`src/rtl/gcdisp_pkg.sv`:
```
// Shared constants, control word type and microprogram for the change dispenser.
package gcdisp_pkg;

    // Sizes of the denomination table and of all money amounts.
    localparam int MAX_DENOMS  = 16;
    localparam int AMOUNT_BITS = 20;
    localparam int IDX_W       = (MAX_DENOMS > 1) ? $clog2(MAX_DENOMS) : 1;
    localparam int CNT_W       = $clog2(MAX_DENOMS + 1);
    localparam int BIT_W       = $clog2(AMOUNT_BITS);

    // Request opcodes.
    localparam logic [1:0] OPC_APPEND = 2'd0;
    localparam logic [1:0] OPC_CLEAR  = 2'd1;
    localparam logic [1:0] OPC_CHANGE = 2'd2;
    localparam logic [1:0] OPC_NONE   = 2'd3;

    // Result kinds.
    localparam logic [2:0] KIND_LOAD_OK  = 3'd0;
    localparam logic [2:0] KIND_LOAD_REJ = 3'd1;
    localparam logic [2:0] KIND_COIN     = 3'd2;
    localparam logic [2:0] KIND_LOW_PAY  = 3'd3;
    localparam logic [2:0] KIND_FINISHED = 3'd4;

    // Micro-operations that the control word applies to the datapath.
    localparam logic [3:0] U_NOP       = 4'd0;
    localparam logic [3:0] U_ACCEPT    = 4'd1;
    localparam logic [3:0] U_SUB       = 4'd2;
    localparam logic [3:0] U_IDX0      = 4'd3;
    localparam logic [3:0] U_RDTAB     = 4'd4;
    localparam logic [3:0] U_DIVINIT   = 4'd5;
    localparam logic [3:0] U_DIVSTEP   = 4'd6;
    localparam logic [3:0] U_EMIT_COIN = 4'd7;
    localparam logic [3:0] U_INCIDX    = 4'd8;
    localparam logic [3:0] U_EMIT_FIN  = 4'd9;
    localparam logic [3:0] U_EMIT_LOW  = 4'd10;
    localparam logic [3:0] U_APPEND    = 4'd11;
    localparam logic [3:0] U_CLEAR     = 4'd12;

    // Jump conditions.
    localparam logic [3:0] C_NEVER   = 4'd0;
    localparam logic [3:0] C_ALWAYS  = 4'd1;
    localparam logic [3:0] C_NOIN    = 4'd2;
    localparam logic [3:0] C_OP_APP  = 4'd3;
    localparam logic [3:0] C_OP_CLR  = 4'd4;
    localparam logic [3:0] C_OP_NONE = 4'd5;
    localparam logic [3:0] C_LOW     = 4'd6;
    localparam logic [3:0] C_END     = 4'd7;
    localparam logic [3:0] C_SKIP    = 4'd8;
    localparam logic [3:0] C_DIVMORE = 4'd9;

    // Microprogram addresses.
    localparam int UPC_W = 4;
    localparam logic [UPC_W-1:0] A_IDLE    = 4'd0;
    localparam logic [UPC_W-1:0] A_DISP0   = 4'd1;
    localparam logic [UPC_W-1:0] A_DISP1   = 4'd2;
    localparam logic [UPC_W-1:0] A_DISP2   = 4'd3;
    localparam logic [UPC_W-1:0] A_SUB     = 4'd4;
    localparam logic [UPC_W-1:0] A_IDX0    = 4'd5;
    localparam logic [UPC_W-1:0] A_LOOP    = 4'd6;
    localparam logic [UPC_W-1:0] A_TEST    = 4'd7;
    localparam logic [UPC_W-1:0] A_DIVINIT = 4'd8;
    localparam logic [UPC_W-1:0] A_DIVSTEP = 4'd9;
    localparam logic [UPC_W-1:0] A_COIN    = 4'd10;
    localparam logic [UPC_W-1:0] A_NEXT    = 4'd11;
    localparam logic [UPC_W-1:0] A_FIN     = 4'd12;
    localparam logic [UPC_W-1:0] A_LOW     = 4'd13;
    localparam logic [UPC_W-1:0] A_APPEND  = 4'd14;
    localparam logic [UPC_W-1:0] A_CLEAR   = 4'd15;

    // One control word: operation, jump condition and jump target.
    typedef struct packed {
        logic [3:0]       uop;
        logic [3:0]       cond;
        logic [UPC_W-1:0] target;
    } ucode_t;

    // The microprogram. A taken condition jumps to target, else the step
    // counter advances by one.
    function automatic ucode_t ucode_rom(input logic [UPC_W-1:0] addr);
        ucode_t cw;
        unique case (addr)
            A_IDLE:    cw = '{U_ACCEPT,    C_NOIN,    A_IDLE};
            A_DISP0:   cw = '{U_NOP,       C_OP_APP,  A_APPEND};
            A_DISP1:   cw = '{U_NOP,       C_OP_CLR,  A_CLEAR};
            A_DISP2:   cw = '{U_NOP,       C_OP_NONE, A_IDLE};
            A_SUB:     cw = '{U_SUB,       C_LOW,     A_LOW};
            A_IDX0:    cw = '{U_IDX0,      C_NEVER,   A_IDLE};
            A_LOOP:    cw = '{U_RDTAB,     C_END,     A_FIN};
            A_TEST:    cw = '{U_NOP,       C_SKIP,    A_NEXT};
            A_DIVINIT: cw = '{U_DIVINIT,   C_NEVER,   A_IDLE};
            A_DIVSTEP: cw = '{U_DIVSTEP,   C_DIVMORE, A_DIVSTEP};
            A_COIN:    cw = '{U_EMIT_COIN, C_NEVER,   A_IDLE};
            A_NEXT:    cw = '{U_INCIDX,    C_ALWAYS,  A_LOOP};
            A_FIN:     cw = '{U_EMIT_FIN,  C_ALWAYS,  A_IDLE};
            A_LOW:     cw = '{U_EMIT_LOW,  C_ALWAYS,  A_IDLE};
            A_APPEND:  cw = '{U_APPEND,    C_ALWAYS,  A_IDLE};
            A_CLEAR:   cw = '{U_CLEAR,     C_ALWAYS,  A_IDLE};
            default:   cw = '{U_NOP,       C_ALWAYS,  A_IDLE};
        endcase
        return cw;
    endfunction

endpackage

```
`src/rtl/greedy_change_dispenser.sv`:
```
// Greedy change dispenser: microcoded sequencer over a denomination table.
//
// Requests load denominations (largest first), clear the table, or make change for a
// price and a payment. An append, a clear and a payment that is too low each give a
// single result; the unused opcode returns to idle with none. A change request runs
// accept, dispatch, subtract and walk setup, then for each table entry reads it and
// tests it, skipping entries that are zero or larger than the rest, and for each
// denomination paid out runs the restoring divider, which retires one quotient bit a
// cycle, and emits a coin result; a final end-of-table test leads to the finished
// result. A new request is taken only when the sequencer is back at its idle step. One
// output register holds the next result, and the sequencer waits at a result step while
// that register is still full.
module greedy_change_dispenser (
    input  logic                                clk,
    input  logic                                rst_n,
    input  logic                                req_valid,
    output logic                                req_ready,
    input  logic [1:0]                          opcode,
    input  logic [gcdisp_pkg::AMOUNT_BITS-1:0]  denomination,
    input  logic [gcdisp_pkg::AMOUNT_BITS-1:0]  price,
    input  logic [gcdisp_pkg::AMOUNT_BITS-1:0]  payment,
    output logic                                rsp_valid,
    input  logic                                rsp_ready,
    output logic [2:0]                          kind,
    output logic [gcdisp_pkg::AMOUNT_BITS-1:0]  coin_value,
    output logic [gcdisp_pkg::AMOUNT_BITS-1:0]  coin_count,
    output logic [gcdisp_pkg::AMOUNT_BITS-1:0]  unpaid_rest,
    output logic                                last
);
    import gcdisp_pkg::*;

    // Sequencer and control registers.
    logic [UPC_W-1:0]       upc_reg, upc_next;
    logic [CNT_W-1:0]       count_reg, count_next;
    logic [CNT_W-1:0]       idx_reg, idx_next;
    logic [BIT_W-1:0]       bit_reg, bit_next;
    logic                   rsp_valid_reg, rsp_valid_next;

    // Datapath registers.
    logic [1:0]             opc_reg, opc_next;
    logic [AMOUNT_BITS-1:0] denom_reg, denom_next;
    logic [AMOUNT_BITS-1:0] price_reg, price_next;
    logic [AMOUNT_BITS-1:0] pay_reg, pay_next;
    logic [AMOUNT_BITS-1:0] last_denom_reg, last_denom_next;
    logic [AMOUNT_BITS-1:0] rest_reg, rest_next;
    logic [AMOUNT_BITS-1:0] d_reg;
    logic [AMOUNT_BITS-1:0] rem_reg, rem_next;
    logic [AMOUNT_BITS-1:0] quot_reg, quot_next;
    logic [AMOUNT_BITS-1:0] dvd_reg, dvd_next;

    // Result register.
    logic [2:0]             kind_reg, kind_next;
    logic [AMOUNT_BITS-1:0] coin_value_reg, coin_value_next;
    logic [AMOUNT_BITS-1:0] coin_count_reg, coin_count_next;
    logic [AMOUNT_BITS-1:0] unpaid_rest_reg, unpaid_rest_next;
    logic                   last_reg, last_next;

    // Denomination table.
    logic [AMOUNT_BITS-1:0] denom_mem [MAX_DENOMS];
    logic                   tab_we;
    logic                   tab_re;

    // Decode and condition signals.
    ucode_t                 cw;
    logic                   cond_hit;
    logic                   emit_op;
    logic                   stall;
    logic                   append_ok;
    logic [AMOUNT_BITS:0]   trial;
    logic [AMOUNT_BITS:0]   trial_diff;
    logic                   trial_ge;

    assign req_ready   = (upc_reg == A_IDLE);
    assign rsp_valid   = rsp_valid_reg;
    assign kind        = kind_reg;
    assign coin_value  = coin_value_reg;
    assign coin_count  = coin_count_reg;
    assign unpaid_rest = unpaid_rest_reg;
    assign last        = last_reg;

    // Fetch the control word of the current step.
    assign cw = ucode_rom(upc_reg);

    // Append check: nonzero, room left, and not larger than the previous entry.
    assign append_ok = (denom_reg != '0) && (count_reg < CNT_W'(MAX_DENOMS))
                       && ((count_reg == '0) || (denom_reg <= last_denom_reg));

    // One restoring division step: bring down the next dividend bit and try a subtract.
    assign trial      = {rem_reg, dvd_reg[AMOUNT_BITS-1]};
    assign trial_diff = trial - {1'b0, d_reg};
    assign trial_ge   = (trial >= {1'b0, d_reg});

    // Jump condition select.
    always_comb
    begin
        unique case (cw.cond)
            C_NEVER:   cond_hit = 1'b0;
            C_ALWAYS:  cond_hit = 1'b1;
            C_NOIN:    cond_hit = !req_valid;
            C_OP_APP:  cond_hit = (opc_reg == OPC_APPEND);
            C_OP_CLR:  cond_hit = (opc_reg == OPC_CLEAR);
            C_OP_NONE: cond_hit = (opc_reg == OPC_NONE);
            C_LOW:     cond_hit = (pay_reg < price_reg);
            C_END:     cond_hit = (rest_reg == '0) || (idx_reg >= count_reg);
            C_SKIP:    cond_hit = (d_reg == '0) || (d_reg > rest_reg);
            C_DIVMORE: cond_hit = (bit_reg != '0);
            default:   cond_hit = 1'b1;
        endcase
    end

    // Steps that write the result register wait while it is still full.
    assign emit_op = (cw.uop == U_EMIT_COIN) || (cw.uop == U_EMIT_FIN)
                     || (cw.uop == U_EMIT_LOW) || (cw.uop == U_APPEND)
                     || (cw.uop == U_CLEAR);
    assign stall   = emit_op && rsp_valid_reg && !rsp_ready;

    // Datapath actions of the current control word.
    always_comb
    begin
        upc_next         = upc_reg;
        count_next       = count_reg;
        idx_next         = idx_reg;
        bit_next         = bit_reg;
        opc_next         = opc_reg;
        denom_next       = denom_reg;
        price_next       = price_reg;
        pay_next         = pay_reg;
        last_denom_next  = last_denom_reg;
        rest_next        = rest_reg;
        rem_next         = rem_reg;
        quot_next        = quot_reg;
        dvd_next         = dvd_reg;
        kind_next        = kind_reg;
        coin_value_next  = coin_value_reg;
        coin_count_next  = coin_count_reg;
        unpaid_rest_next = unpaid_rest_reg;
        last_next        = last_reg;
        rsp_valid_next   = rsp_valid_reg && !rsp_ready;
        tab_we           = 1'b0;
        tab_re           = 1'b0;

        if (!stall)
        begin
            upc_next = cond_hit ? cw.target : upc_reg + UPC_W'(1);
            unique case (cw.uop)
                U_NOP:
                begin
                end
                U_ACCEPT:
                begin
                    if (req_valid)
                    begin
                        opc_next   = opcode;
                        denom_next = denomination;
                        price_next = price;
                        pay_next   = payment;
                    end
                end
                U_SUB:
                begin
                    rest_next = pay_reg - price_reg;
                end
                U_IDX0:
                begin
                    idx_next = '0;
                end
                U_RDTAB:
                begin
                    tab_re = 1'b1;
                end
                U_DIVINIT:
                begin
                    dvd_next  = rest_reg;
                    rem_next  = '0;
                    quot_next = '0;
                    bit_next  = BIT_W'(AMOUNT_BITS - 1);
                end
                U_DIVSTEP:
                begin
                    rem_next  = trial_ge ? trial_diff[AMOUNT_BITS-1:0]
                                         : trial[AMOUNT_BITS-1:0];
                    quot_next = {quot_reg[AMOUNT_BITS-2:0], trial_ge};
                    dvd_next  = {dvd_reg[AMOUNT_BITS-2:0], 1'b0};
                    bit_next  = bit_reg - BIT_W'(1);
                end
                U_EMIT_COIN:
                begin
                    rest_next        = rem_reg;
                    rsp_valid_next   = 1'b1;
                    kind_next        = KIND_COIN;
                    coin_value_next  = d_reg;
                    coin_count_next  = quot_reg;
                    unpaid_rest_next = '0;
                    last_next        = 1'b0;
                end
                U_INCIDX:
                begin
                    idx_next = idx_reg + CNT_W'(1);
                end
                U_EMIT_FIN:
                begin
                    rsp_valid_next   = 1'b1;
                    kind_next        = KIND_FINISHED;
                    coin_value_next  = '0;
                    coin_count_next  = '0;
                    unpaid_rest_next = rest_reg;
                    last_next        = 1'b1;
                end
                U_EMIT_LOW:
                begin
                    rsp_valid_next   = 1'b1;
                    kind_next        = KIND_LOW_PAY;
                    coin_value_next  = '0;
                    coin_count_next  = '0;
                    unpaid_rest_next = '0;
                    last_next        = 1'b1;
                end
                U_APPEND:
                begin
                    rsp_valid_next   = 1'b1;
                    kind_next        = append_ok ? KIND_LOAD_OK : KIND_LOAD_REJ;
                    coin_value_next  = '0;
                    coin_count_next  = '0;
                    unpaid_rest_next = '0;
                    last_next        = 1'b1;
                    if (append_ok)
                    begin
                        tab_we          = 1'b1;
                        count_next      = count_reg + CNT_W'(1);
                        last_denom_next = denom_reg;
                    end
                end
                U_CLEAR:
                begin
                    count_next       = '0;
                    rsp_valid_next   = 1'b1;
                    kind_next        = KIND_LOAD_OK;
                    coin_value_next  = '0;
                    coin_count_next  = '0;
                    unpaid_rest_next = '0;
                    last_next        = 1'b1;
                end
                default:
                begin
                end
            endcase
        end
    end

    // Control registers.
    always_ff @(posedge clk or negedge rst_n)
    begin
        if (!rst_n)
        begin
            upc_reg       <= A_IDLE;
            count_reg     <= '0;
            rsp_valid_reg <= 1'b0;
        end
        else
        begin
            upc_reg       <= upc_next;
            count_reg     <= count_next;
            rsp_valid_reg <= rsp_valid_next;
        end
    end

    // Payload registers.
    always_ff @(posedge clk)
    begin
        idx_reg         <= idx_next;
        bit_reg         <= bit_next;
        opc_reg         <= opc_next;
        denom_reg       <= denom_next;
        price_reg       <= price_next;
        pay_reg         <= pay_next;
        last_denom_reg  <= last_denom_next;
        rest_reg        <= rest_next;
        rem_reg         <= rem_next;
        quot_reg        <= quot_next;
        dvd_reg         <= dvd_next;
        kind_reg        <= kind_next;
        coin_value_reg  <= coin_value_next;
        coin_count_reg  <= coin_count_next;
        unpaid_rest_reg <= unpaid_rest_next;
        last_reg        <= last_next;
    end

    // Denomination table: write at the fill count, registered read at the walk index.
    always_ff @(posedge clk)
    begin
        if (tab_we)
        begin
            denom_mem[count_reg[IDX_W-1:0]] <= denom_reg;
        end
        if (tab_re)
        begin
            d_reg <= denom_mem[idx_reg[IDX_W-1:0]];
        end
    end

endmodule
```
`config.mk`:
```
export PLATFORM = sky130hd
export DESIGN_NAME = greedy_change_dispenser
export DESIGN_NICKNAME = d
export VERILOG_FILES = /design/src/rtl/gcdisp_pkg.sv /design/src/rtl/greedy_change_dispenser.sv
export SDC_FILE = /design/constraint.sdc
export NUM_CORES = 1
export LEC_CHECK = 0
export BUFFER_PORTS_ARGS = -buffer_cell sky130_fd_sc_hd__buf_2
export CORE_ASPECT_RATIO = 1.25
export CORE_MARGIN = 3
export CORE_UTILIZATION = 55
export DETAILED_ROUTE_END_ITERATION = 16
export GPL_TIMING_DRIVEN = 0
export PLACE_DENSITY = 0.73
export SYNTH_ARGS = -nofsm -noshare
export SYNTH_HDL_FRONTEND = slang
export SYNTH_SLANG_ARGS = --single-unit
```
`constraint.sdc`:
```
create_clock -name clk -period 12.92 [get_ports clk]
set_clock_uncertainty 0.2 [all_clocks]
set_input_delay 2.584 -clock clk [delete_from_list [all_inputs] [get_ports clk]]
set_output_delay 2.584 -clock clk [all_outputs]
set_load 0.02 [all_outputs]
```
Word-level counts from Yosys, hierarchy flattened --
Memories as Yosys holds them, arrays and structs flattened. A register that Yosys moved wholly into a read port is not among the register bits. Index checks and enable logic that the tools add are counted.
Storage, ports and cells: bits of input ports 66, RAM bits 320, memories 2, memory bits (read-only) 192, word-level logic and storage cells 124, register bits after elaboration 246, output and inout port bits 66
Cells by class: reductions and logical operators 41, mux-type cells 26, add/sub/neg operators 6, $lt $le $gt $ge 6, bitwise logic cells 1, equality and inequality tests 23
Memory list:
- denom_mem | depth 16, width 20, read ports 1, clocked after memory_dff 1, wr ports 1, line greedy_change_dispenser.sv:59 | logic [AMOUNT_BITS-1:0] denom_mem [MAX_DENOMS];
- (no name shown) | depth 16, width 12, read ports 1, clocked after memory_dff 0, wr ports 0, line gcdisp_pkg.sv:81 | unique case (addr)
Operators with widths (count):
- $pmux W20 S2 | 7
- $logic_not A20 Y1 | 2
- $sub A20 B20 Y20 | 2
- $eq A4 B3 Y1 const B | 8
- $pmux W5 S2 | 3
- $eq A4 B4 Y1 const B | 7
- $ge A21 B20 Y1 | 1
- $gt A20 B20 Y1 | 1
- $le A20 B20 Y1 | 1
- $lt A20 B20 Y1 | 1
- $mux W20 | 1
- $reduce_bool A20 Y1 | 1
- $eq A4 B2 Y1 const B | 4
- $pmux W3 S5 | 1
- $reduce_and A2 Y1 | 6
- $reduce_bool A2 Y1 | 6
- $add A5 B1 Y5 const B | 2
- $mux W1 | 10
- $reduce_bool A5 Y1 | 2
- $pmux W1 S9 | 1
- $reduce_and A3 Y1 | 3
- $logic_not A4 Y1 | 2
- $reduce_or A4 Y1 | 2
- $logic_or A1 B1 Y1 | 7
- 17 further kinds | 22

Longest topological paths before layout --
An unclocked memory read counts as a cell.
depth in word-level cells 11, depth in mapped cells 13, depth with buffers taken out 12

Worst setup path after synthesis --
Ideal clock, no wire load.
kind input to register, start in req_valid, end reg denom_reg[0] (enable), setup time 0.559 ns, buffers on the path 0, path slack 5.323 ns, arrival time 6.838 ns, stages on the path 2, required time 12.161 ns, path through nand2_1 nor3_1
Between the ends: cells in the longest elaborated chain, start to end 1
Ends and longest elaborated chain:
- from (decl) | line greedy_change_dispenser.sv:16 | input logic req_valid,
- $reduce_and A3 Y1 (no line)
- to (signal assigned) | line greedy_change_dispenser.sv:273 | denom_reg <= denom_next;
- to (decl) | line greedy_change_dispenser.sv:41 | logic [AMOUNT_BITS-1:0] denom_reg, denom_next;
No other way between the ends. A chain may end at the register's enable or synchronous reset.

Final worst setup path --
start reg upc_reg[0], end mem denom_mem[8][0] (enable)
Between the ends: cells in the longest elaborated chain, start to end 11
Ends and longest elaborated chain:
- from (decl) | line greedy_change_dispenser.sv:33 | logic [UPC_W-1:0] upc_reg, upc_next;
- from (signal assigned) | line greedy_change_dispenser.sv:261 | upc_reg <= upc_next;
- $mem_v2 Z16 W12 *
- $eq A4 B3 Y1 / $eq A4 B4 Y1 (equally long branches) | line greedy_change_dispenser.sv:112 | assign emit_op = (cw.uop == U_EMIT_COIN) || (cw.uop == U_EMIT_FIN)
- $logic_or A1 B1 Y1 | line greedy_change_dispenser.sv:112
- $logic_or A1 B1 Y1 (2 in a row) | line greedy_change_dispenser.sv:113 | || (cw.uop == U_EMIT_LOW) || (cw.uop == U_APPEND)
- $logic_or A1 B1 Y1 | line greedy_change_dispenser.sv:114 | || (cw.uop == U_CLEAR);
- $logic_and A1 B1 Y1 (2 in a row) | line greedy_change_dispenser.sv:115 | assign stall = emit_op && rsp_valid_reg && !rsp_ready;
- $mux W1 * | line greedy_change_dispenser.sv:142 | if (!stall)
- $mux W1 * | line greedy_change_dispenser.sv:291 | if (tab_we)
- $mux W1 (not written as such) * | line greedy_change_dispenser.sv:293 | denom_mem[count_reg[IDX_W-1:0]] <= denom_reg;
- to (decl) | line greedy_change_dispenser.sv:59
Every way passes the cells marked *; elsewhere a longest branch is shown, timed or not.

==> results.ini <==
[power_and_ir_drop]
power_mw = 7.186
p_per_area_mw_per_mm2 = 247.7
p_leak_nw = 10.50
ir_drop_v = 0.0001289

[detailed_routing]
wirelength_um = 60000
wl_per_cell_um = 24.56
via_per_inst = 6.086
ant_nets = 0
drc = 0
vias = 14870
first_pass_iters = 7
drt_iter0_drc = 1288

[timing]
period_minus_slack_ns = 5.708
finalSetupTns_ns = 0
worstMarginPinSlew_ns = 1.436
fmax_mhz = 175.2
max_slew_margin_pct = 4.262
hold_violations = 0
drv_slew = 0
setup_viol = 0
finalCritPeriodShare_pct = 44.18
rsz0062_at_grt = false

[critical_path]
cp_max_fo = 29
max_stage_delay_ns = 1.23
critPathTopFamily = simple AND/OR/NAND/NOR gates
cp-end-kind = flop
worstSetupStartpointType = flop
arrival_ns = 5.71
required_ns = 12.92
worstSetupPathType = flop to flop
reg2reg_to = denom_mem[8][0]$_DFFE_PP_
worst-path-stages = 12
rr_worst_depth = 12
critPathSlowestCell = and3_1
reg2reg_slack_ns = 7.21
rr_startpoint = upc_reg[0]$_DFFE_PN0P_
path_buf_inv = 3
crit_chain = clkbuf_1 -> inv_1 -> ha_1 -> mux2i_1 -> mux2i_1 -> nor2_1 -> o21ai_0 -> o21ai_0 -> nor2b_2 -> nor4_4 -> buf_2 -> and3_1

[min_path]
worst_hold_path.endpoint = dvd_reg[7]$_DFFE_PP_
whs_path_depth = 2
min_from = dvd_reg[6]$_DFFE_PP_
hold_class = flop to flop

[floorplanning]
core_area_mm2 = 0.04550
die_h_um = 247.1
dieWidth_um = 198.9
io_pins = 132
initial_core_util_pct = 56.21
core.rowCount = 87
die_area_mm2 = 0.04914

[clocking]
cts_root_buf = clkbuf_16
post_cts_buffers = 0
cts_made_buffers = 56
holdBufCountCts = 0
cts_sinks = 586
cts.clk_slew.worst_paths_ns = 0.06
insertion_delay_ns = 0.64
cts_tree = done
cts_htree_levels = 2
cts_max_path_buffers = 3
cts_resized = 0

[logic_synthesis]
yosys-top-cells-count = edfxtp_1, inv_1, nor2_1
synth_compound_area_share_pct = 5.875
synthArstFlopShare_pct = 1.706
yosys.area_share.simple_pct = 7.314
yosys_warnings = 0
syn-num-nets = 1783
synth_adder_area_share_pct = 5.000
synth_seq_area_share_pct = 68.61
yosysMostFrequentCell = edfxtp_1
avgSynthCellArea_um2 = 15.83
synth.area.top_cells = edfxtp_1, mux4_2, ha_1
synth_area_mm2 = 0.02558
synth_top_family_by_area = multiplexers
synthMuxAreaShare_pct = 9.593
synth_xor_area_share_pct = 1.096
yosysTopAreaCell = edfxtp_1
ys.flop_type = edfxtp_1
synthDistinctLibCells = 66
netlist_instances = 1616
synth-edff-count = 576
synth_top_area_share_pct = 67.63
ys_ff_latch = 586

[placed_design]
routabilityCongestion = 0.9521
port_buffers = 131
hpwl_um = 40240

[finish]
fillers = 3232
regArea_mm2 = 0.01755
largest_reg_flops = 320
multi_input_area_mm2 = 0.007413
area_growth_pct = 13.40
final_core_util_pct = 63.74
antennaDiodeCount = 0
drive_gt1_share_pct = 19.03
fin_nets = 1985

[global_routing]
grt_overflow = 0
grt_usage_pct = 24.69
grt_pass1_wl_um = 90330
grt_pass1_vias = 15130
antenna_found_initial = 1
grt_max_degree = 66

[outcome]
outcome = completed

[flow_run]
max_cap_viol_count = 0

-- per-layer routing --
layer  global-route usage, %  wire length (um)  vias up
li1                        -                 -     6655
met1                   30.18             22240     7464
met2                   43.28             31210      586
met3                   3.788              3535      162
met4                   11.46              2993        2
met5                       0                20        -
-- cells by family after synthesis --
family	Yosys count
adder cells (fa/ha/maj)	101
multiplexers	120
XOR/XNOR	32
flip-flops	586
buffers and inverters	165
AND/OR/NAND/NOR	374
AO/OA/AOI/OAI	238
-- worst max-delay path by stage --
stage	to	slack, ns	startpoint
after floorplan	denom_reg[0]$_DFFE_PP_	5.32	req_valid
after global placement	pay_reg[6]$_DFFE_PP_	2.49	req_valid
after detailed placement	denom_mem[14][12]$_DFFE_PP_	7.03	rsp_ready
after CTS	denom_mem[14][1]$_DFFE_PP_	7.28	upc_reg[0]$_DFFE_PN0P_
after global routing	denom_mem[8][0]$_DFFE_PP_	6.87	upc_reg[0]$_DFFE_PN0P_
final	denom_mem[8][0]$_DFFE_PP_	7.21	upc_reg[0]$_DFFE_PN0P_
-- stage by stage --
stage | worst slack (ns) | instances | cell area (um2) | hold WS (ns)
final | 7.212 | 2443 | 29000 | 0.3325
after global routing | 6.874 | 2443 | 29000 | 0.3603
after CTS | 7.279 | 2443 | 29000 | 0.3292
after detailed placement | 7.028 | 2338 | 27130 | 0.3149
after global placement | 2.488 | 2325 | 26950 | 0.2993
after floorplan | 5.323 | 1616 | 25580 | 0.2963
-- layout make-up --
| class | instances | area share, % |
|---|---|---|
| flip-flops and latches | 586 | 60.50 |
| clock inverters | 39 | 1.458 |
| well taps | 578 | 2.493 |
| multi-input cells | 865 | 25.56 |
| repair buffers | 144 | 2.778 |
| inverters | 113 | 1.462 |
| plain buffers | 52 | 0.7549 |
| clock buffers | 66 | 4.995 |
-- power by group --
group	internal (mW)	switching [mW]
clock	0.947	0.717
sequential	2.70	0.279
combinational	0.983	1.56
total	4.63	2.56
-- cell usage in the layout, fill, tap and decap left out, drive strengths merged, types with 3 or more instances in the layout --
cell type	synthesis	layout
nand2	80	80
o21a	14	14
nand2b	15	15
clkbuf	36	102
nor3	17	17
a21oi	64	64
and2	46	46
nor2	101	101
ha	99	99
a21o	27	27
o22ai	3	3
and3	41	41
xnor2	21	21
o21ai	65	65
a31oi	10	10
edfxtp	576	576
dfrtp	10	10
a211oi	12	12
mux2i	19	19
bufinv	0	7
o31ai	6	6
mux4	100	100
xor2	11	11
nor4	18	18
nand4	11	11
a21boi	8	8
buf	16	160
nor2b	10	10
and4	4	4
nand3	23	23
inv	111	111
clkinv	2	32
-- worst min-delay path, stage by stage (launching register included) --
cell and delay [ns]:
edfxtp_1 0.32, nand2_1 0.04, o21ai_0 0.06
Power figures use the tool's default switching activity.
